<file path="config.mk">
export PLATFORM = sky130hd
export DESIGN_NAME = bce_glyph_fmt
export DESIGN_NICKNAME = d
export VERILOG_FILES = /design/src/hw/rtl/bce_pkg.sv /design/src/hw/rtl/bce_glyph_fmt.sv
export SDC_FILE = /design/constraint.sdc
export NUM_CORES = 1
export LEC_CHECK = 0
export ABC_AREA = 1
export BUFFER_PORTS_ARGS = -buffer_cell sky130_fd_sc_hd__buf_2
export CAP_MARGIN = 15
export CORE_MARGIN = 2
export CORE_UTILIZATION = 43
export CTS_CLUSTER_SIZE = 30
export DETAILED_ROUTE_END_ITERATION = 10
export GPL_TIMING_DRIVEN = 1
export PLACE_DENSITY = 0.71
export SYNTH_ARGS = -nofsm -noshare
export SYNTH_HDL_FRONTEND = slang
export SYNTH_SLANG_ARGS = --single-unit
export TNS_END_PERCENT = 50
</file>
<file path="constraint.sdc">
create_clock -name clk -period 2.02 [get_ports clk]
set_clock_uncertainty 0.1 [all_clocks]
set_input_delay 0.404 -clock clk [delete_from_list [all_inputs] [get_ports clk]]
set_output_delay 0.404 -clock clk [all_outputs]
set_load 0.01 [all_outputs]
</file>
<file path="src/hw/rtl/bce_pkg.sv">
// Shared types and constants for the bitmap cell glyph encoder.
// Depends on nothing; imported by every module of the block.
package bce_pkg;

    // Screen memory layout
    localparam int MEM_BYTES    = 6912;
    localparam int BITMAP_BYTES = 6144;
    localparam int ATTR_ROWS    = 24;
    localparam int BITMAP_LINES = 192;
    localparam int ADDR_W       = 13;

    // Output code bases
    localparam logic [6:0] FG_BASE        = 7'd30;
    localparam logic [6:0] BRIGHT_OFFSET  = 7'd60;
    localparam logic [5:0] BG_BASE        = 6'd40;
    localparam logic [7:0] UTF8_SECOND_BASE = 8'hA0;
    localparam logic [7:0] UTF8_THIRD_BASE  = 8'h80;

    // Item commands
    localparam logic CMD_WRITE  = 1'b0;
    localparam logic CMD_RENDER = 1'b1;

    // Render modes
    localparam logic MODE_BLOCK   = 1'b0;
    localparam logic MODE_BRAILLE = 1'b1;

    // Fetched cell data handed from the sequencer to the formatter.
    // pix holds two pixels per row: {row3 L,R, row2 L,R, row1 L,R, row0 L,R}.
    typedef struct packed {
        logic       mode;
        logic       first_col;
        logic [7:0] pix;
        logic [6:0] attr;
    } cell_t;

    // Terminal colour order for the 3-bit palette index
    function automatic logic [2:0] colour_map(input logic [2:0] c);
        logic [2:0] m;
        case (c)
            3'd0:    m = 3'd0;
            3'd1:    m = 3'd4;
            3'd2:    m = 3'd1;
            3'd3:    m = 3'd5;
            3'd4:    m = 3'd2;
            3'd5:    m = 3'd6;
            3'd6:    m = 3'd3;
            default: m = 3'd7;
        endcase
        return m;
    endfunction

endpackage

</file>
<file path="src/hw/rtl/bce_glyph_fmt.sv">
// Formatter: packs the glyph pattern, decodes colours, tracks colour
// changes and holds the result beat in the output register.
// Depends on bce_pkg.
module bce_glyph_fmt
    import bce_pkg::*;
(
    input  logic       clk,
    input  logic       rst_n,
    input  logic       cell_valid,
    output logic       cell_ready,
    input  cell_t      cell_data,
    output logic       out_valid,
    input  logic       out_ready,
    output logic [7:0] pattern,
    output logic [2:0] ink,
    output logic [2:0] paper,
    output logic       bright,
    output logic       color_change,
    output logic [6:0] fg_code,
    output logic [5:0] bg_code,
    output logic [7:0] utf8_second,
    output logic [7:0] utf8_third
);

    logic       out_valid_reg, out_valid_next;
    logic [6:0] last_color_reg;
    logic [7:0] pattern_reg;
    logic [2:0] ink_reg, paper_reg;
    logic       bright_reg, change_reg;
    logic [6:0] fg_reg;
    logic [5:0] bg_reg;
    logic [7:0] u2_reg, u3_reg;

    logic       take;
    logic [7:0] pat;
    logic [6:0] fg;
    logic [5:0] bg;

    assign cell_ready = !out_valid_reg || out_ready;
    assign take       = cell_valid && cell_ready;

    // Glyph packing; pix row r is {L,R} at bits [2r+1:2r]
    always_comb
    begin
        if (cell_data.mode == MODE_BRAILLE)
        begin
            pat = {cell_data.pix[6], cell_data.pix[7], cell_data.pix[4], cell_data.pix[2],
                   cell_data.pix[0], cell_data.pix[5], cell_data.pix[3], cell_data.pix[1]};
        end
        else
        begin
            pat = {4'd0, cell_data.pix[1], cell_data.pix[0],
                   cell_data.pix[3], cell_data.pix[2]};
        end
    end

    // ANSI colour codes
    assign fg = FG_BASE + {4'd0, colour_map(cell_data.attr[2:0])}
              + (cell_data.attr[6] ? BRIGHT_OFFSET : 7'd0);
    assign bg = BG_BASE + {3'd0, colour_map(cell_data.attr[5:3])};

    always_comb
    begin
        out_valid_next = out_valid_reg;
        if (take)
        begin
            out_valid_next = 1'b1;
        end
        else if (out_ready)
        begin
            out_valid_next = 1'b0;
        end
    end

    always_ff @(posedge clk or negedge rst_n)
    begin
        if (!rst_n)
        begin
            out_valid_reg  <= 1'b0;
            last_color_reg <= 7'd0;
        end
        else
        begin
            out_valid_reg <= out_valid_next;
            if (take)
            begin
                last_color_reg <= cell_data.attr;
            end
        end
    end

    // Result payload
    always_ff @(posedge clk)
    begin
        if (take)
        begin
            pattern_reg <= pat;
            ink_reg     <= cell_data.attr[2:0];
            paper_reg   <= cell_data.attr[5:3];
            bright_reg  <= cell_data.attr[6];
            change_reg  <= cell_data.first_col || (cell_data.attr != last_color_reg);
            fg_reg      <= fg;
            bg_reg      <= bg;
            u2_reg      <= (cell_data.mode == MODE_BRAILLE)
                           ? UTF8_SECOND_BASE + {6'd0, pat[7:6]} : 8'd0;
            u3_reg      <= (cell_data.mode == MODE_BRAILLE)
                           ? UTF8_THIRD_BASE + {2'd0, pat[5:0]} : 8'd0;
        end
    end

    assign out_valid    = out_valid_reg;
    assign pattern      = pattern_reg;
    assign ink          = ink_reg;
    assign paper        = paper_reg;
    assign bright       = bright_reg;
    assign color_change = change_reg;
    assign fg_code      = fg_reg;
    assign bg_code      = bg_reg;
    assign utf8_second  = u2_reg;
    assign utf8_third   = u3_reg;

endmodule

</file>
==> metrics, run 1 <==
Synth warnings 0; DRC 0; top cell type's share of synthesized area 0.569; Pwr Density 937 mW/mm²; first-pass GRT wire length about 4.4 mm; CP arrival 0.93 ns; core area 0.00394 mm²; I/O pins 68; # setup viols final 0; Min-Delay Startpoint cell_data[10]; DIE HEIGHT between 60 and 70 µm; DRT Wirelength 2.77 mm; Worst setup SP type flip-flop; Hold Path Depth 1; number of buffers created by CTS 5; worst IR drop on VDD ~0.00055 V; CTS tree yes; post-synth cell types 17; fin cells around 260; instance count of the mapped netlist 151; cell taking the most area after synthesis edfxtp_1; Async SR Flop Fraction 0.195; vias in the first global route between 1000 and 1500; crit path max fanout 3; via density per instance 4.22; number of buffers added for setup after CTS 0; Fmax between 0.6 and 0.7 GHz; initial antenna violation count 0; Root Driver clkbuf_8; crit path kind flip-flop to output pin; Initial Util 0.442; hold endpoint pattern[1]; Clk pin slew, worst setup/hold paths about 0.08 ns; synth cell count leaders nand2_1, inv_1, edfxtp_1, buf_4, dfrtp_1; Reg2Reg Capture Point pattern[1]; sequential share of the synthesized area 0.684; placed insts 250; layout cells sized above 1 0.378; Required @ worst endpoint approximately 1.5 ns; max_cap viols 0; setup total negative slack 0 ns; worst r2r src out_valid; vias 1093; largest net degree at the start of global routing 27; critical path capture point type output pin; Post-CTS Resized 0; Slew Limit Fails 0; die area ~0.0046 mm²; top cells by area, synth edfxtp_1, dfrtp_1, nand2_1, inv_1, buf_4; NumNets Final 230; leakage power between 1 and 1.5 nW; GP Congestion slightly below 0.8; first-pass detailed-route iteration total 4; Initial DRC Count 62; grt ovf 0; overall fraction of global-route tracks in use 0.133; # H-tree levels 2; Core Util, Final 0.550; Die W between 60 and 70 µm; RSZ-0062 raised after global routing false; clock sink total 41; DR WL/cell about 11 µm; Port Buffers 59; status finished clean; n_diodes 0; min-delay worst type primary input to flip-flop; Clock Path Buffers 2; DP HPWL around 2.2 mm; mapped cell area around 0.0017 mm²; top_reg_cell synth edfxtp_1; Worst-Skew Late Latency between 0.2 and 0.3 ns; reg2reg setup slack about 0.63 ns; hold_buf cts 1; num rows 23; synth-to-layout area growth 24.4%; fin crit period 1.43 ns; cell depth of the worst flop-to-flop path 4; Mean Syn Cell Area 11.5 µm²; Largest register FFs 8; Post-synth EDFFs 33; top-count cell post-synth nand2_1; Fill cells between 300 and 400; crit share post-route 0.708; final antenna-violating net count 0; final hold viol count 0; Synth Register Bits between 40 and 50
-- routing by layer --
metal | track usage | wire, µm | part of all wire
met5 | 0 | 0 | 0
met1 | 0.154 | 1220 | 0.44
met2 | 0.227 | 1290 | 0.47
met3 | 0.0533 | 248 | 0.090
met4 | 0.0383 | 8 | 0.0029
-- where the power goes --
group | total (mW) | internal, mW | switching [mW]
Sequential | 1.02 | 0.989 | 0.0284
Clock | 0.773 | 0.497 | 0.276
Combinational | 0.241 | 0.0945 | 0.146
Total | 2.03 | 1.58 | 0.451
-- how the worst max path moves through the flow --
stage,startpoint,end,slack (ns),cells past startpoint
3_3_place_gp,cell_data[2],fg_code[2],0.54,4
2_1_floorplan,out_valid,bg_code[0],0.12,4
4_1_cts,out_valid,cell_ready,0.58,2
6_report,out_valid,cell_ready,0.59,2
3_5_place_dp,cell_data[2],fg_code[2],0.50,4
5_1_grt,out_valid,cell_ready,0.53,2
-- layout make-up --
type | instances | area (µm²) | area share
flip-flops and latches | 41 | 1190 | 0.550
repair buffers | 62 | 333 | 0.154
multi-input cells | 63 | 312 | 0.144
inverters | 35 | 131 | 0.0606
clock buffers | 5 | 68.8 | 0.0318
clock inverters | 3 | 68.8 | 0.0318
well taps | 50 | 62.6 | 0.0289
-- placed cells by master (no fill, tap or decap) --
cell type,count
nand2_4,2
buf_2,59
dlygate4sd3_1,1
inv_6,1
dfrtp_1,8
clkbuf_8,5
o21ai_0,3
conb_1,8
buf_4,1
bufinv_16,2
nand2_1,37
edfxtp_1,33
buf_12,1
o21ai_2,7
a21oi_1,1
nand2_2,1
nand3_1,1
inv_1,35
fa_1,1
nor2_1,2
-- logic make-up after synthesis --
family                     share of synthesized area
AOI/OAI and AO/OA                             0.0467
adders and majority gates                     0.0115
buffers and inverters                          0.150
DFF                                            0.684
other                                        0.00431
and+or+nand+nor                                0.103
-- critical path, stage by stage, from the launching register on --
cell	delay [ns]
dfrtp_1	0.42
nand2_4	0.10
buf_2	0.13
-- per-stage QoR --
stage	hold WS [ns]	total power, mW	worst slack, ns	instance area, µm²
2_1_floorplan	0.00841	1.20	0.118	1760
3_3_place_gp	0.157	1.27	0.542	2020
3_5_place_dp	0.156	1.28	0.504	2020
5_1_grt	0.210	2.13	0.535	2170
6_report	0.218	2.03	0.590	2170
4_1_cts	0.207	2.06	0.579	2170
Power figures use the tool's default switching activity.
==> run 2: changes to the inputs <==
--- a/config.mk
+++ b/config.mk
@@ -13,7 +13,7 @@
 export CTS_CLUSTER_SIZE = 30
 export DETAILED_ROUTE_END_ITERATION = 10
 export GPL_TIMING_DRIVEN = 1
-export PLACE_DENSITY = 0.71
+export PLACE_DENSITY = 0.74
 export SYNTH_ARGS = -nofsm -noshare
 export SYNTH_HDL_FRONTEND = slang
 export SYNTH_SLANG_ARGS = --single-unit
==> constraint.sdc (replaced) <==
create_clock -name clk -period 1.2 [get_ports clk]
set_clock_uncertainty 0.1 [all_clocks]
set_input_delay 0.24 -clock clk [delete_from_list [all_inputs] [get_ports clk]]
set_output_delay 0.24 -clock clk [all_outputs]
set_load 0.01 [all_outputs]
==> metrics, run 2 (synthesis gave the netlist of run 1 again) <==
Die W between 60 and 70 µm; violated checks negative setup slack; largest net degree at the start of global routing 30; initial antenna violation count 0; Reg2Reg Capture Point ink[2]; final hold viol count 0; min-delay worst type primary input to flip-flop; max_cap viols 0; vias in the first global route 1025; crit path max fanout 29; reg2reg setup slack -0.11 ns; PnR worst setup slack -0.107 ns; placed inst area about 0.0021 mm²; layout cells sized above 1 0.399; GP Congestion ~0.71; DRT Wirelength between 2 and 3 mm; number of buffers created by CTS 5; Final Power about 3.2 mW; dpl ws -0.0782 ns; CTS tree yes; DP HPWL ~2.1 mm; first-pass detailed-route iteration total 4; fin cells roughly 270; critical path capture point type flip-flop; crit share post-route 1.09; # H-tree levels 2; Core Util, Final 0.563; I/O pins 68; n_diodes 0; placed insts around 260; leakage power around 1.1 nW; cell depth of the worst flop-to-flop path 5; clock sink total 41; Root Driver clkbuf_8; worst IR drop on VDD 0.000571 V; final antenna-violating net count 0; Fmax 0.765 GHz; Worst setup SP type flip-flop; hold_ws 0.0442 ns; Initial DRC Count between 60 and 70; Required @ worst endpoint ~1.1 ns; DR WL/cell 10.5 µm; NumNets Final 239; fin crit period approximately 1.3 ns; CP arrival 1.19 ns; worst r2r src out_valid; DIE HEIGHT 67.6 µm; via density per instance approximately 4.2; die area around 0.0046 mm²; Slew Limit Fails 0; Initial Util 0.442; status finished, violations left; RSZ-0062 raised after global routing true; commonest non-fill, non-tap cells in the layout buf_2, nand2_1, inv_1, edfxtp_1; Port Buffers 59; core area slightly below 0.004 mm²; first-pass GRT wire length roughly 4.3 mm; setup total negative slack -3.08 ns; # setup viols final 34; design area around 0.0022 mm²; overall fraction of global-route tracks in use 0.131; Worst-Skew Late Latency 0.28 ns; Largest register FFs 8; commonest non-fill, non-tap cell in the layout buf_2; Fill cells 340; Clock Path Buffers 2; Worst Setup EP ink[2]; crit path kind flip-flop to flip-flop; vias approximately 1100; Worst Setup SP out_valid; synth-to-layout area growth 27.5%; num rows 23; DRC 0; grt ovf 0; Clk pin slew, worst setup/hold paths roughly 0.070 ns; Pwr Density 1440 mW/mm²
-- run 2: area by class of cell --
cell class,instances,area [µm²],area share
multi-input combinational,63,312,0.140
clock inverter,2,33.8,0.0152
tap,50,62.6,0.0282
inverter,35,135,0.0608
sequential,41,1190,0.536
timing repair buffer,71,414,0.186
clock buffer,6,72.6,0.0327
-- run 2: repair_timing --
action,in CTS,in global routing
hold endpoints to repair,8,0
gates resized for setup,3,0
pin swaps,1,0
hold buffers,1,0
buffers inserted,1,0
endpoints found under the setup margin,31,47
-- run 2: worst min path at each step --
stage	startpoint	to	slack, ns	cells after the start
3_3_place_gp	rst_n	last_color_reg[1]	-0.005	1
3_5_place_dp	rst_n	last_color_reg[1]	-0.002	1
4_1_cts	cell_data[10]	pattern[1]	0.03	1
6_report	cell_data[10]	pattern[1]	0.04	1
5_1_grt	cell_data[10]	pattern[1]	0.04	1
2_1_floorplan	rst_n	last_color_reg[0]	-0.16	0
-- run 2: metal layers --
| layer | GRT usage | share of wire | routed length (µm) | vias up |
|---|---|---|---|---|
| met4 | 0.0536 | 0.0085 | 24 | 0 |
| met3 | 0.0567 | 0.11 | 316 | 2 |
| met1 | 0.135 | 0.39 | 1110 | 498 |
| met2 | 0.230 | 0.48 | 1360 | 57 |
| li1 | - | - | - | 571 |
| met5 | 0 | 0 | 0 | - |
-- run 2: report_power, final --
group / internal, mW / leakage, nW / switching [mW] / total, mW
combinational: 0.187 / 0.672 / 0.255 / 0.443
sequential: 1.67 / 0.414 / 0.0444 / 1.71
clock: 0.613 / 0.0528 / 0.425 / 1.04
-- run 2: critical path, cell delays in order, from the launching register on --
cell,delay [ns]
dfrtp_1,0.41
nand2_4,0.08
buf_6,0.09
nand2_4,0.04
clkinvlp_4,0.08
buf_12,0.18
