$ cat src/hw/rtl/bce_pkg.sv
// Shared types and constants for the bitmap cell glyph encoder.
// Depends on nothing; imported by every module of the block.
package bce_pkg;

    // Screen memory layout
    localparam int MEM_BYTES    = 6912;
    localparam int BITMAP_BYTES = 6144;
    localparam int ATTR_ROWS    = 24;
    localparam int BITMAP_LINES = 192;
    localparam int ADDR_W       = 13;

    // Output code bases
    localparam logic [6:0] FG_BASE        = 7'd30;
    localparam logic [6:0] BRIGHT_OFFSET  = 7'd60;
    localparam logic [5:0] BG_BASE        = 6'd40;
    localparam logic [7:0] UTF8_SECOND_BASE = 8'hA0;
    localparam logic [7:0] UTF8_THIRD_BASE  = 8'h80;

    // Item commands
    localparam logic CMD_WRITE  = 1'b0;
    localparam logic CMD_RENDER = 1'b1;

    // Render modes
    localparam logic MODE_BLOCK   = 1'b0;
    localparam logic MODE_BRAILLE = 1'b1;

    // Fetched cell data handed from the sequencer to the formatter.
    // pix holds two pixels per row: {row3 L,R, row2 L,R, row1 L,R, row0 L,R}.
    typedef struct packed {
        logic       mode;
        logic       first_col;
        logic [7:0] pix;
        logic [6:0] attr;
    } cell_t;

    // Terminal colour order for the 3-bit palette index
    function automatic logic [2:0] colour_map(input logic [2:0] c);
        logic [2:0] m;
        case (c)
            3'd0:    m = 3'd0;
            3'd1:    m = 3'd4;
            3'd2:    m = 3'd1;
            3'd3:    m = 3'd5;
            3'd4:    m = 3'd2;
            3'd5:    m = 3'd6;
            3'd6:    m = 3'd3;
            default: m = 3'd7;
        endcase
        return m;
    endfunction

endpackage

$ cat src/hw/rtl/bce_cell_ctrl.sv
// Sequencer: accepts items, writes the screen memory, fetches the attribute
// and pixel row bytes of a cell and hands the gathered cell on.
// Depends on bce_pkg.
module bce_cell_ctrl
    import bce_pkg::*;
(
    input  logic              clk,
    input  logic              rst_n,
    // config
    input  logic              cfg_valid,
    input  logic              cfg_data,
    // item channel
    input  logic              in_valid,
    output logic              in_ready,
    input  logic              cmd,
    input  logic [ADDR_W-1:0] mem_address,
    input  logic [7:0]        mem_data,
    input  logic [6:0]        cell_x,
    input  logic [6:0]        cell_y,
    // memory port
    output logic              ram_we,
    output logic              ram_re,
    output logic [ADDR_W-1:0] ram_addr,
    output logic [7:0]        ram_wdata,
    input  logic [7:0]        ram_rdata,
    // to formatter
    output logic              cell_valid,
    input  logic              cell_ready,
    output cell_t             cell_data
);

    localparam logic [1:0] ST_IDLE  = 2'd0;
    localparam logic [1:0] ST_FETCH = 2'd1;
    localparam logic [1:0] ST_LAST  = 2'd2;
    localparam logic [1:0] ST_DONE  = 2'd3;

    // Step 0 reads the attribute byte; steps 1..4 read pixel rows.
    // Returns {row below bitmap, address}.
    function automatic logic [ADDR_W:0] step_addr(
        input logic [6:0] cx,
        input logic [6:0] cy,
        input logic       mode,
        input logic [2:0] step
    );
        logic [8:0] py;
        logic [8:0] y;
        logic [5:0] arow;
        logic [2:0] step_m1;
        logic [ADDR_W:0] res;
        py = (mode == MODE_BRAILLE) ? {cy, 2'b00} : {1'b0, cy, 1'b0};
        // attribute row modulo 24; the row reaches 63 at most
        arow = py[8:3];
        if (arow >= 6'(2 * ATTR_ROWS))
        begin
            arow = arow - 6'(2 * ATTR_ROWS);
        end
        else if (arow >= 6'(ATTR_ROWS))
        begin
            arow = arow - 6'(ATTR_ROWS);
        end
        step_m1 = step - 3'd1;
        y = py + {6'd0, step_m1};
        if (step == 3'd0)
        begin
            res = {1'b0, ADDR_W'(BITMAP_BYTES) + {3'b000, arow[4:0], cx[6:2]}};
        end
        else
        begin
            res = {(y >= 9'(BITMAP_LINES)), y[7:6], y[2:0], y[5:3], cx[6:2]};
        end
        return res;
    endfunction

    logic [1:0]        state_reg, state_next;
    logic [2:0]        cnt_reg, cnt_next;
    logic [6:0]        cx_reg, cx_next;
    logic [6:0]        cy_reg, cy_next;
    logic              mode_reg, mode_next;
    logic              glyph_mode_reg;
    logic              rd_pend_reg, rd_pend_next;
    logic              rd_zero_reg, rd_zero_next;
    logic [2:0]        rd_step_reg, rd_step_next;
    logic [6:0]        attr_reg;
    logic [7:0]        pix_reg;

    logic              accept;
    logic [ADDR_W:0]   sa;
    logic [2:0]        last_step;
    logic [7:0]        cap_byte;
    logic [7:0]        cap_shift;

    // Configuration register
    always_ff @(posedge clk or negedge rst_n)
    begin
        if (!rst_n)
        begin
            glyph_mode_reg <= MODE_BRAILLE;
        end
        else if (cfg_valid)
        begin
            glyph_mode_reg <= cfg_data;
        end
    end

    assign in_ready = (state_reg == ST_IDLE) || ((state_reg == ST_DONE) && cell_ready);
    assign accept   = in_valid && in_ready;
    assign last_step = (mode_reg == MODE_BRAILLE) ? 3'd4 : 3'd2;

    // Address generation: attribute read starts in the accept cycle
    always_comb
    begin
        if (accept)
        begin
            sa = step_addr(cell_x, cell_y, glyph_mode_reg, 3'd0);
        end
        else
        begin
            sa = step_addr(cx_reg, cy_reg, mode_reg, cnt_reg);
        end
    end

    // Sequencer
    always_comb
    begin
        state_next   = state_reg;
        cnt_next     = cnt_reg;
        cx_next      = cx_reg;
        cy_next      = cy_reg;
        mode_next    = mode_reg;
        rd_pend_next = 1'b0;
        rd_zero_next = 1'b0;
        rd_step_next = rd_step_reg;
        ram_we       = 1'b0;
        ram_re       = 1'b0;
        ram_addr     = sa[ADDR_W-1:0];
        ram_wdata    = mem_data;
        case (state_reg)
            ST_IDLE, ST_DONE:
            begin
                if ((state_reg == ST_DONE) && cell_ready)
                begin
                    state_next = ST_IDLE;
                end
                if (accept)
                begin
                    if (cmd == CMD_WRITE)
                    begin
                        ram_addr = mem_address;
                        ram_we   = (mem_address < ADDR_W'(MEM_BYTES));
                    end
                    else
                    begin
                        ram_re       = 1'b1;
                        rd_pend_next = 1'b1;
                        rd_step_next = 3'd0;
                        cx_next      = cell_x;
                        cy_next      = cell_y;
                        mode_next    = glyph_mode_reg;
                        cnt_next     = 3'd1;
                        state_next   = ST_FETCH;
                    end
                end
            end
            ST_FETCH:
            begin
                ram_re       = !sa[ADDR_W];
                rd_pend_next = 1'b1;
                rd_zero_next = sa[ADDR_W];
                rd_step_next = cnt_reg;
                if (cnt_reg == last_step)
                begin
                    state_next = ST_LAST;
                end
                else
                begin
                    cnt_next = cnt_reg + 3'd1;
                end
            end
            ST_LAST:
            begin
                state_next = ST_DONE;
            end
            default:
            begin
                state_next = ST_IDLE;
            end
        endcase
    end

    always_ff @(posedge clk or negedge rst_n)
    begin
        if (!rst_n)
        begin
            state_reg   <= ST_IDLE;
            cnt_reg     <= 3'd0;
            rd_pend_reg <= 1'b0;
            rd_zero_reg <= 1'b0;
            rd_step_reg <= 3'd0;
            mode_reg    <= MODE_BRAILLE;
        end
        else
        begin
            state_reg   <= state_next;
            cnt_reg     <= cnt_next;
            rd_pend_reg <= rd_pend_next;
            rd_zero_reg <= rd_zero_next;
            rd_step_reg <= rd_step_next;
            mode_reg    <= mode_next;
        end
    end

    // Capture returning bytes; keep only the two pixels of this cell per row
    assign cap_byte  = rd_zero_reg ? 8'd0 : ram_rdata;
    assign cap_shift = cap_byte << {cx_reg[1:0], 1'b0};

    always_ff @(posedge clk)
    begin
        cx_reg <= cx_next;
        cy_reg <= cy_next;
        if (rd_pend_reg)
        begin
            case (rd_step_reg)
                3'd0:    attr_reg     <= cap_byte[6:0];
                3'd1:    pix_reg[1:0] <= cap_shift[7:6];
                3'd2:    pix_reg[3:2] <= cap_shift[7:6];
                3'd3:    pix_reg[5:4] <= cap_shift[7:6];
                default: pix_reg[7:6] <= cap_shift[7:6];
            endcase
        end
    end

    assign cell_valid          = (state_reg == ST_DONE);
    assign cell_data.mode      = mode_reg;
    assign cell_data.first_col = (cx_reg == 7'd0);
    assign cell_data.pix       = pix_reg;
    assign cell_data.attr      = attr_reg;

endmodule

$ cat config.mk
export PLATFORM = sky130hd
export DESIGN_NAME = bce_cell_ctrl
export DESIGN_NICKNAME = d
export VERILOG_FILES = /design/src/hw/rtl/bce_pkg.sv /design/src/hw/rtl/bce_cell_ctrl.sv
export SDC_FILE = /design/constraint.sdc
export NUM_CORES = 1
export LEC_CHECK = 0
export ABC_AREA = 0
export BUFFER_PORTS_ARGS = -buffer_cell sky130_fd_sc_hd__buf_2
export CELL_PAD_IN_SITES_DETAIL_PLACEMENT = 2
export CELL_PAD_IN_SITES_GLOBAL_PLACEMENT = 2
export CORE_UTILIZATION = 32
export CTS_BUF_LIST = sky130_fd_sc_hd__clkbuf_4 sky130_fd_sc_hd__clkbuf_8 sky130_fd_sc_hd__clkbuf_16
export CTS_CLUSTER_DIAMETER = 60
export DETAILED_ROUTE_END_ITERATION = 12
export GPL_ROUTABILITY_DRIVEN = 0
export GPL_TIMING_DRIVEN = 1
export PLACE_DENSITY_LB_ADDON = 0.3
export SKIP_LAST_GASP = 1
export SYNTH_ARGS = -nofsm -noshare
export SYNTH_HDL_FRONTEND = slang
export SYNTH_SLANG_ARGS = --single-unit
$ cat constraint.sdc
create_clock -name clk -period 4.5 [get_ports clk]
set_clock_uncertainty 0.1 [all_clocks]
set_input_delay 0.45 -clock clk [delete_from_list [all_inputs] [get_ports clk]]
set_output_delay 0.45 -clock clk [all_outputs]
set_load 0.005 [all_outputs]
==> out/qor.yml, run 1 <==
fin_cells: 454
synth_seq_cells: 41
dp_cells: 445
dieWidth_um: 95.3
synth_edf_count: 29
largest_reg_flops: 8
rows: 33
swShare_pct: 43.6
critPathTopFamily: "flip-flops"
hpwl_um: 6740
vias: 2442
path_max_fanout: 17
min-delay-start: "cell_x[1]"
remaining_drc_errors: 0
power_frac_seq_pct: 34.0
initial_utilization_pct: 33.4
crit_type: "flop to output pin"
postCtsHoldBufs: 1
clkTransAtPathRegs_ps: 100
start_kind: "flop"
syn_area_sq_um: 2790
synth.area.top_cells: "edfxtp_1 (31%), dfrtp_1 (9.0%), ha_1 (4.9%), nand2_1 (4.2%), a21oi_1 (3.9%)"
grt_setup_unrepaired: "no"
clock.fmax_mhz: 280
reg2reg_depth: 7
drive_gt1_share_pct: 28.1
cts_setup_buffers: 0
grt_overflow_total: 0
diodes: 0
dpl_cell_area_sq_um: 3160
ys_warn_count: 0
synth_top_area_cell: "edfxtp_1"
nets: 410
final_core_util_pct: 39.1
power_density_nw_per_um2: 492
ff2ff_setup_slack_ps: 1690
first_iter_violations: 91
clock_latency_ps: 310
rr_startpoint: "mode_reg$_DFFE_PN1P_"
track_usage_pct: 20.0
p_sw_w: 0.000700
cellLeakagePower_nw: 1.36
setup_viol: 0
synth_top_area_share_pct: 31.2
firstDrtPassIters: 4
antenna_found_initial: 0
yosysSeqAreaShare_pct: 42.1
combPwrFrac_pct: 49.4
die_y_um: 95.3
layout_common_cells: "buf_2 (75), nand2_1 (31), edfxtp_1 (29)"
path_cells: "mux2_2, ha_1, a21oi_1, or4b_4, a211oi_2, o31a_1, nor2b_1, buf_2"
synth_fp_nets: 352
min_path_cells: 1
relSlewSlack_pct: 26.2
postRouteAntennaNets: 0
path_buf_inv: 1
drt_wl_total_um: 8580
cts_tree: "yes"
cts_buffer_depth: 2
ys.flop_type: "edfxtp_1"
status: "completed"
crit_slowest_cell: "dfstp_2"
ir_drop_mv: 0.213
syn_avg_cell_area_sq_um: 9.61
setup_ws_ps: 933
viasPerCell: 5.38
max_stage_delay_ps: 740
worstHoldPathType: "primary input to flop"
numPortBuffers: 75
pre_cts_ws_ps: 1270
syn-instance-count: 290
slew_violations: 0
grt_start_max_net_pins: 21
fin_area_sq_um: 3260
ctsResizeCount: 0
fin_crit_ps: 3570
hold_viol_final: 0
grt_first_pass_wirelength_um: 13600
hold_end: "cx_reg[1]$_DFFE_PP_"
critPathArrivalTime_ps: 3020
layout_commonest_cell: "buf_2"
crit_required_ps: 3950
dieArea_sq_um: 9090
fp.coreArea_sq_um: 8340
io_pins: 92
endpoint_kind: "output pin"
worst_slew_pin_slew_ps: 1100
post_drt_wl_per_cell_um: 18.9
cts_buffers: 5
areaGrowthSynthToFinish_pct: 17.1
cts-htree-levels: 2
fin_crit_sh_pct: 79.3
p_clk_share_pct: 16.6
synth.distinct_cells: 57
grt_pass1_vias: 2610
setup_tns_ps: 0
numClockSinks: 41
p_int_w: 0.000905
r2r-end: "rd_zero_reg$_DFF_PN0_"
maxCapViolCount: 0
root_buffer: "clkbuf_8"
async_reset_ff_share_pct: 29.3
-- worst reg2reg max path, stage by stage (launching register included) --
cell and delay [ps]:
dfstp_2 740, mux2_2 410, ha_1 290, a21oi_1 110, or4b_4 570, a211oi_2 220
o31a_1 180, and2_1 130
-- metrics by stage --
step | total power, W | hold slack (ps)
2_1_floorplan | 0.00107 | 54.4
3_3_place_gp | 0.00132 | 256
3_5_place_dp | 0.00136 | 254
4_1_cts | 0.00163 | 210
5_1_grt | 0.00174 | 200
6_report | 0.00160 | 215
-- cell type report --
cell class                      instances  area [sq um]
Sequential cell                        41          1170
Fill cell                             980          5080
Multi-Input combinational cell        208          1420
Timing Repair Buffer                   77           393
Tap cell                              105           131
Clock buffer                            5          68.8
Clock inverter                          3          25.0
Inverter                               15          56.3
-- cells in the mapped netlist (3+ instances only) --
master	instances
and2_1	4
nor3_1	3
o21ai_0	9
nor4_1	3
nor2_1	20
nand2b_1	9
nor2b_1	12
a21oi_1	22
o22ai_1	3
a211oi_1	3
a31oi_1	8
dfrtp_1	10
edfxtp_1	29
o211ai_1	3
nand4_1	4
xnor2_1	8
a21o_1	3
buf_4	9
clkbuf_1	13
inv_1	15
mux2i_1	9
mux2_2	3
o221ai_1	3
buf_2	3
nand2_1	31
nand3_1	3
ha_1	11
-- how the worst max path moves through the flow --
stage                                     startpoint     endpoint  cells past startpoint  slack [ps]
after floorplan                 mode_reg$_DFFE_PN1P_       ram_re                      9        1440
after global placement          mode_reg$_DFFE_PN1P_       ram_re                      8        1350
after detailed placement        mode_reg$_DFFE_PN1P_       ram_re                      8        1270
after CTS                       mode_reg$_DFFE_PN1P_       ram_re                      8         910
after global routing      glyph_mode_reg$_DFFE_PN1P_  ram_addr[9]                      9         610
final                           mode_reg$_DFFE_PN1P_       ram_re                      8         930
-- per-layer routing --
metal  track usage, %  wire length (um)
met1             25.5              3940
met2             34.6              4100
met3             3.43               449
met4             5.81                97
met5                0                 0
-- power groups by stage --
| stage | clock, W | sequential (W) | combinational, W |
|---|---|---|---|
| floorplan | 0 | 0.000509 | 0.000557 |
| global placement | 0 | 0.000550 | 0.000773 |
| detailed placement | 0 | 0.000555 | 0.000802 |
| CTS | 0.000271 | 0.000547 | 0.000811 |
| global route | 0.000286 | 0.000558 | 0.000892 |
| finish | 0.000267 | 0.000545 | 0.000792 |
-- kinds of logic after synthesis --
family | Yosys count | share of synthesized area, %
flip-flops | 41 | 42.1
AO/OA/AOI/OAI | 70 | 16.6
AND/OR/NAND/NOR | 100 | 18.4
buffers and inverters | 41 | 7.14
adder cells (fa/ha/maj) | 13 | 6.01
XOR/XNOR | 10 | 3.14
multiplexers | 15 | 6.55
Note: power is estimated with default switching activity, not from simulation.
==> run 2: changes to the inputs <==
Settings changed: ABC_AREA 0 to 1, CORE_UTILIZATION 32 to 26.
Clock period 4.5 ns to 3.1 ns, I/O delays scaled along.
==> run 2 against run 1 <==
Register-to-register slack worse by 840 ps. Combinational power rose by 50%. Sequential share of layout area is 0.11 points higher. Sequential cell count is the same. Clock power rose by 43%. Count of clock-buffer cells in the layout unchanged. Core utilization decreased by 6.1 points. Synthesized area is 4.5% lower. Critical endpoint unchanged.
==> out/qor.yml, run 2 <==
critPathTopFamily: "adder cells"  # was flip-flops
diodes: 0  # unchanged
ff2ff_setup_slack_ps: 850  # was 1690 ps
start_kind: "flop"  # unchanged
synth_fa_ha_area_share_pct: 5.92  # was 6.01%
synth_fp_nets: 381  # was 352
crit_required_ps: 2690  # was 3950 ps
status: "completed"  # unchanged
grt_first_pass_wirelength_um: 12700  # was 13,600 um
path_buf_inv: 3  # was 1
setup_ws_ps: 192  # was 933 ps
yosys.area_share.simple_pct: 26.2  # was 18.4%
fin_crit_ps: 2910
syn-instance-count: 319  # was 290
rr_startpoint: "cnt_reg[1]$_DFFE_PN0P_"  # was mode_reg$_DFFE_PN1P_
power_density_nw_per_um2: 709  # was 492 nW/um^2
setup_viol: 0  # unchanged
path_max_fanout: 5  # was 17
critPathArrivalTime_ps: 2500  # was 3020 ps
max_stage_delay_ps: 430  # was 740 ps
synth_compound_area_share_pct: 12.1  # was 16.6%
dieArea_sq_um: 10600  # was 9090 sq um
root_buffer: "clkbuf_8"  # unchanged
synth_top_area_cell: "edfxtp_1"  # unchanged
whs_ps: 73.4  # was 215 ps
layout_commonest_cell: "buf_2"  # unchanged
syn_avg_cell_area_sq_um: 8.34  # was 9.61 sq um
synth_most_common_cell: "nand2_1"  # unchanged
ir_drop_mv: 0.248  # was 0.213 mV
async_reset_ff_share_pct: 29.3  # unchanged
numPortBuffers: 75  # unchanged
die_y_um: 103  # was 95.3 um
path_cells: "inv_1, ha_1, inv_1, ha_1, fa_2, nand3_2, nor2_1, nand2_1, nand2_1, nand2_1, nand2_1, a21boi_1, buf_2"  # was mux2_2, ha_1, a21oi_1, or4b_4, a211oi_2, o31a_1, nor2b_1, buf_2
cts_buffer_depth: 2  # unchanged
synth_seq_cells: 41  # unchanged
hold_viol_final: 0  # unchanged
io_pins: 92  # unchanged
clock_latency_ps: 310  # about the same
layout_common_cells: "buf_2 (75), nand2_1 (70), inv_1 (49)"  # was buf_2 (75), nand2_1 (31), edfxtp_1 (29)
muxShareOfSynthArea_pct: 0  # was 6.55%
synthXorXnorAreaFrac_pct: 0.658  # was 3.14%
crit_slowest_cell: "dfrtp_1"  # was dfstp_2
initial_utilization_pct: 27.0  # was 33.4%
post_drt_wl_per_cell_um: 14.8  # was 18.9 um
cts_setup_buffers: 0  # unchanged
endpoint_kind: "output pin"  # unchanged
drive_gt1_share_pct: 30.6  # was 28.1%
finalPower_w: 0.00231  # was 0.00160 W
nets: 456  # was 410
cellLeakagePower_nw: 1.59  # was 1.36 nW
vias: 2354  # was 2,442
min_path_cells: 1  # unchanged
cp_common_cell: "nand2_1"
crit_type: "flop to output pin"  # unchanged
grt_pass1_vias: 2530  # was 2,610
synth.area.top_cells: "edfxtp_1 (33%), nand2_1 (9.9%), dfrtp_1 (9.4%), inv_1 (7.1%), ha_1 (5.2%)"  # was edfxtp_1 (31%), dfrtp_1 (9.0%), ha_1 (4.9%), nand2_1 (4.2%), a21oi_1 (3.9%)
synth_top_area_share_pct: 32.7  # was 31.2%
ys_warn_count: 0  # unchanged
cts_buffers: 5  # unchanged
final.fill_count: 1153  # was 980
worst_slew_pin_slew_ps: 652  # was 1100 ps
clock.fmax_mhz: 344
setup_tns_ps: 0  # unchanged
fp.coreArea_sq_um: 9860  # was 8340 sq um
antenna_found_initial: 0  # unchanged
areaGrowthSynthToFinish_pct: 22.2  # was 17.1%
rows: 36  # was 33
maxCapViolCount: 0  # unchanged
grt_start_max_net_pins: 16  # was 21
r2r-end: "rd_zero_reg$_DFF_PN0_"  # unchanged
slew_violations: 0  # unchanged
grt_overflow_total: 0  # unchanged
viasPerCell: 4.46  # was 5.38
syn_area_sq_um: 2660  # was 2790 sq um
postRouteAntennaNets: 0  # unchanged
synth.distinct_cells: 37  # was 57
pre_cts_ws_ps: 497  # was 1270 ps
dieWidth_um: 103  # was 95.3 um
cts-htree-levels: 2  # unchanged
largest_reg_flops: 8  # unchanged
clkTransAtPathRegs_ps: 100  # about the same
fin_crit_sh_pct: 93.8
yosysSeqAreaShare_pct: 44.1  # was 42.1%
ys.flop_type: "edfxtp_1"  # unchanged
firstDrtPassIters: 3  # was 4
track_usage_pct: 15.8  # was 20.0%
synth_edf_count: 29  # unchanged
hpwl_um: 6440  # was 6740 um
first_iter_violations: 52  # was 91
numClockSinks: 41  # unchanged
cts_tree: "yes"  # unchanged
relSlewSlack_pct: 56.4  # was 26.2%
netlist_top_cells_count: "nand2_1 (70), inv_1 (50), nor2_1 (35)"  # was nand2_1 (31), edfxtp_1 (29), a21oi_1 (22)
reg2reg_depth: 13  # was 7
worstHoldPathType: "primary input to flop"  # unchanged
hold_end: "cy_reg[0]$_DFFE_PP_"  # was cx_reg[1]$_DFFE_PP_
drt_wl_total_um: 7840  # was 8580 um
remaining_drc_errors: 0  # unchanged
grt_setup_unrepaired: "no"  # unchanged
min-delay-start: "cell_y[0]"  # was cell_x[1]
synth_top_family_by_area: "simple AND/OR/NAND/NOR gates"  # unchanged
[run 2: layout make-up]
cell class	instances	area, sq um	share of cell area (%)
multi-input combinational	213	1200	37.0
sequential	41	1170	36.1
timing repair buffer	78	400	12.3
inverter	55	214	6.58
tap	133	166	5.12
clock buffer	5	68.8	2.12
clock inverter	3	25.0	0.769
[run 2: worst register-to-register path, delay by kind of cell, from the launching register on]
family / cells / cell delay, ps
adders and majority gates: 3 / 910
buffers and inverters: 2 / 170
DFF: 1 / 430
and+or+nand+nor: 8 / 520
[run 2: cells by family (layout without fill, tap and decap cells)]
kind of cell    Yosys count  count (layout)
fa+ha+maj                12              12
xor+xnor                  2               2
flops                    41              41
compound gates           51              51
simple gates            148             148
buf+inv                  65             141
[run 2: routing by layer]
| metal | up-vias | global-route usage, % | share of wire (%) |
|---|---|---|---|
| met5 | - | 0 | 0 |
| met4 | 0 | 3.68 | 0.97 |
| met3 | 6 | 3.09 | 4.7 |
| met2 | 72 | 28.8 | 48 |
| met1 | 1096 | 19.2 | 46 |
| li1 | 1180 | - | - |
[run 2: how the worst max path moves through the flow]
stage                     depth (start not counted)  slack, ps                   start      to
after global routing                             13          6  cnt_reg[1]$_DFFE_PN0P_  ram_re
after floorplan                                  13        720    mode_reg$_DFFE_PN1P_  ram_re
final                                            13        190  cnt_reg[1]$_DFFE_PN0P_  ram_re
after detailed placement                         13        500  cnt_reg[0]$_DFFE_PN0P_  ram_re
after CTS                                        13         80  cnt_reg[1]$_DFFE_PN0P_  ram_re
after global placement                           13        590    mode_reg$_DFFE_PN1P_  ram_re
[run 2: metrics by stage]
| step | std cells | area [sq um] | util [%] |
|---|---|---|---|
| after detailed placement | 519 | 3140 | 31.8 |
| after CTS | 528 | 3240 | 32.9 |
| after global routing | 528 | 3250 | 33.0 |
| after global placement | 519 | 3140 | 31.8 |
| final | 528 | 3250 | 33.0 |
| after floorplan | 319 | 2660 | - |
[run 2: what timing repair did]
| action | CTS | global route |
|---|---|---|
| resized for setup | 0 | 4 |
| hold buffers | 1 | 0 |
| endpoints found under the hold margin | 10 | 0 |
| endpoints found under the setup margin | 0 | 6 |
[run 2: where the power goes]
part	switching [W]	total [W]	internal, W	leakage (nW)
Combinational	0.000753	0.00119	0.000435	1.13
Sequential	0.0000665	0.000735	0.000668	0.411
Clock	0.000220	0.000383	0.000163	0.0447
==> run 3: changes to the inputs <==
Settings changed: ABC_AREA 1 to not set, CORE_ASPECT_RATIO set to 2, CORE_UTILIZATION 26 to 27.
==> run 3 against run 2 <==
Die area is 1.1% higher. Wire length is 20% higher. Combinational power is 24% higher. Sequential share of layout area is 3.9 points lower. Count of clock-buffer cells in the layout is 1 higher. Via count is 8.1% higher. Critical path depth is 4 lower. Largest cell class unchanged.
==> out/qor.yml, run 3 (synthesis gave the netlist of run 1 again) <==
status: "completed"  # unchanged
cts_buffer_depth: 2  # unchanged
layout_commonest_cell: "buf_2"  # unchanged
clock.fmax_mhz: 332  # was 344 MHz
path_max_fanout: 6  # was 5
postRouteAntennaNets: 0  # unchanged
layout_common_cells: "buf_2 (75), nand2_1 (31), edfxtp_1 (29)"  # was buf_2 (75), nand2_1 (70), inv_1 (49)
rows: 52  # was 36
endpoint_kind: "output pin"  # unchanged
cellLeakagePower_nw: 1.52  # was 1.59 nW
grt.met1_usage_pct: 15.7  # was 19.2%
remaining_drc_errors: 0  # unchanged
cts_buffers: 5  # unchanged
largest_reg_flops: 8  # unchanged
grt_pass1_vias: 2881  # was 2,530
grt_overflow_total: 0  # unchanged
numPortBuffers: 75  # unchanged
dieWidth_um: 73.9  # was 103 um
track_usage_pct: 18.3  # was 15.8%
multi_input_area_sq_um: 1520  # was 1200 sq um
finalPower_w: 0.00283  # was 0.00231 W
power_density_nw_per_um2: 776  # was 709 nW/um^2
clkTransAtPathRegs_ps: 60  # was 100 ps
crit_required_ps: 2690  # about the same
final.fill_count: 1151  # was 1,153
ff_latch_area_sq_um: 1170  # unchanged
firstDrtPassIters: 3  # unchanged
diodes: 0  # unchanged
fin_crit_ps: 3010  # was 2910 ps
fin_area_sq_um: 3650  # was 3250 sq um
crit_slowest_cell: "dfstp_2"  # was dfrtp_1
die_y_um: 146  # was 103 um
vias: 2544  # was 2,354
hpwl_um: 7590  # was 6440 um
post_drt_wl_per_cell_um: 18.7  # was 14.8 um
setup_viol: 0  # unchanged
critPathArrivalTime_ps: 2600  # was 2500 ps
worst_slew_pin_slew_ps: 756  # was 652 ps
grt-busiest-layer: "met2"  # unchanged
worstHoldPathType: "primary input to flop"  # unchanged
nets: 431  # was 456
start_kind: "flop"  # unchanged
setup_tns_ps: 0  # unchanged
use_met2_pct: 37.7  # was 28.8%
grt_first_pass_wirelength_um: 14600  # was 12,700 um
drive_gt1_share_pct: 35.9  # was 30.6%
dieArea_sq_um: 10800  # was 10,600 sq um
grt_use_met3_pct: 2.84  # was 3.09%
whs_ps: 98.4  # was 73.4 ps
root_buffer: "clkbuf_16"  # was clkbuf_8
crit_type: "flop to output pin"  # unchanged
antenna_found_initial: 0  # unchanged
slew_violations: 0  # unchanged
dpl_cell_area_sq_um: 3300  # was 3140 sq um
ir_drop_mv: 0.282  # was 0.248 mV
drt_wl_total_um: 9440  # was 7840 um
io_pins: 92  # unchanged
fin_crit_sh_pct: 97.1  # was 93.8%
grt_setup_unrepaired: "yes"  # was no
maxCapViolCount: 0  # unchanged
dp_cells: 489  # was 519
fin_cells: 505  # was 528
areaGrowthSynthToFinish_pct: 30.9  # was 22.2%
max_stage_delay_ps: 600  # was 430 ps
relSlewSlack_pct: 49.6  # was 56.4%
fp.coreArea_sq_um: 10100  # was 9860 sq um
first_iter_violations: 76  # was 52
path_cells: "mux2_4, ha_4, inv_1, maj3_1, a21oi_2, a2111oi_2, buf_4, o211ai_1, buf_2"  # was inv_1, ha_1, inv_1, ha_1, fa_2, nand3_2, nor2_1, nand2_1, nand2_1, nand2_1, nand2_1, a21boi_1, buf_2
cts-htree-levels: 2  # unchanged
grt_start_max_net_pins: 18  # was 16
numClockSinks: 41  # unchanged
hold_viol_final: 0  # unchanged
clock_latency_ps: 290  # was 310 ps
cts_tree: "yes"  # unchanged
viasPerCell: 5.04  # was 4.46
initial_utilization_pct: 27.6  # was 27.0%
-- run 3: cell types whose count changed in the layout (fill, tap and decap cells not counted), moves of 7 or more --
cell	before	now
nor2_1	35	20
mux2i_1	0	9
o21ai_0	22	8
a31oi_1	1	8
nand2_2	9	0
nand2_1	70	31
nand3_1	15	3
xnor2_1	1	8
nand2_4	8	0
nand2b_1	0	9
nor2b_1	0	12
buf_4	2	20
a21oi_1	3	20
inv_1	49	12
-- run 3: metal layers --
| metal | vias up | wire [um] |
|---|---|---|
| li1 | 1194 | - |
| met1 | 1262 | 2960 |
| met2 | 66 | 5770 |
| met3 | 22 | 314 |
| met4 | 0 | 395 |
| met5 | - | 0 |
-- run 3: worst paths after layout --
| kind | start | end | slack [ps] | depth (start not counted) |
|---|---|---|---|---|
| worst max-delay path | glyph_mode_reg$_DFFE_PN1P_ | ram_addr[9] | 90 | 9 |
| worst min-delay path | cell_x[1] | cx_reg[1]$_DFFE_PP_ | 100 | 1 |
| worst max register to register | cnt_reg[0]$_DFFE_PN0P_ | rd_zero_reg$_DFF_PN0_ | 690 | 10 |
| worst min register to register | rd_step_reg[2]$_DFFE_PN0P_ | rd_step_reg[2]$_DFFE_PN0P_ | 450 | 2 |
| max in group asynchronous | rst_n | mode_reg$_DFFE_PN1P_ | 2210 | 2 |
| min in group asynchronous | rst_n | state_reg[0]$_DFFE_PN0P_ | 380 | 2 |
-- run 3: stage by stage --
stage	util (%)	setup WS, ps
after detailed placement	32.7	71.4
after CTS	34.9	-13.4
final	36.2	90.7
after floorplan	-	185
after global routing	36.2	-17.6
after global placement	32.7	87.0
-- run 3: report_power, final --
group | internal (W) | leakage, nW | total [W] | switching (W)
combinational | 0.000644 | 1.03 | 0.00148 | 0.000841
clock | 0.000387 | 0.0843 | 0.000597 | 0.000210
sequential | 0.000679 | 0.410 | 0.000748 | 0.0000695
total | 0.00171 | 1.52 | 0.00283 | 0.00112
-- run 3: critical path, delay by kind of cell (launching register included) --
family | cells | cell delay, ps
buffers and inverters | 3 | 360
AO/OA/AOI/OAI | 3 | 390
flip-flops | 1 | 600
multiplexers | 1 | 330
adder cells (fa/ha/maj) | 2 | 630
-- run 3: timing repair --
action | CTS | global route
cloned | 0 | 0
pin swaps | 1 | 6
setup buffers | 1 | 6
gates resized for setup | 8 | 17
endpoints found under the hold margin | 10 | 0
setup endpoints to repair | 3 | 4
hold buffers | 1 | 0
-- run 3: area by class of cell --
type | count | area share [%]
clock inverter | 2 | 0.960
multi-input combinational | 208 | 41.8
clock buffer | 6 | 3.64
tap | 135 | 4.63
inverter | 15 | 1.54
sequential | 41 | 32.2
timing repair buffer | 98 | 15.3
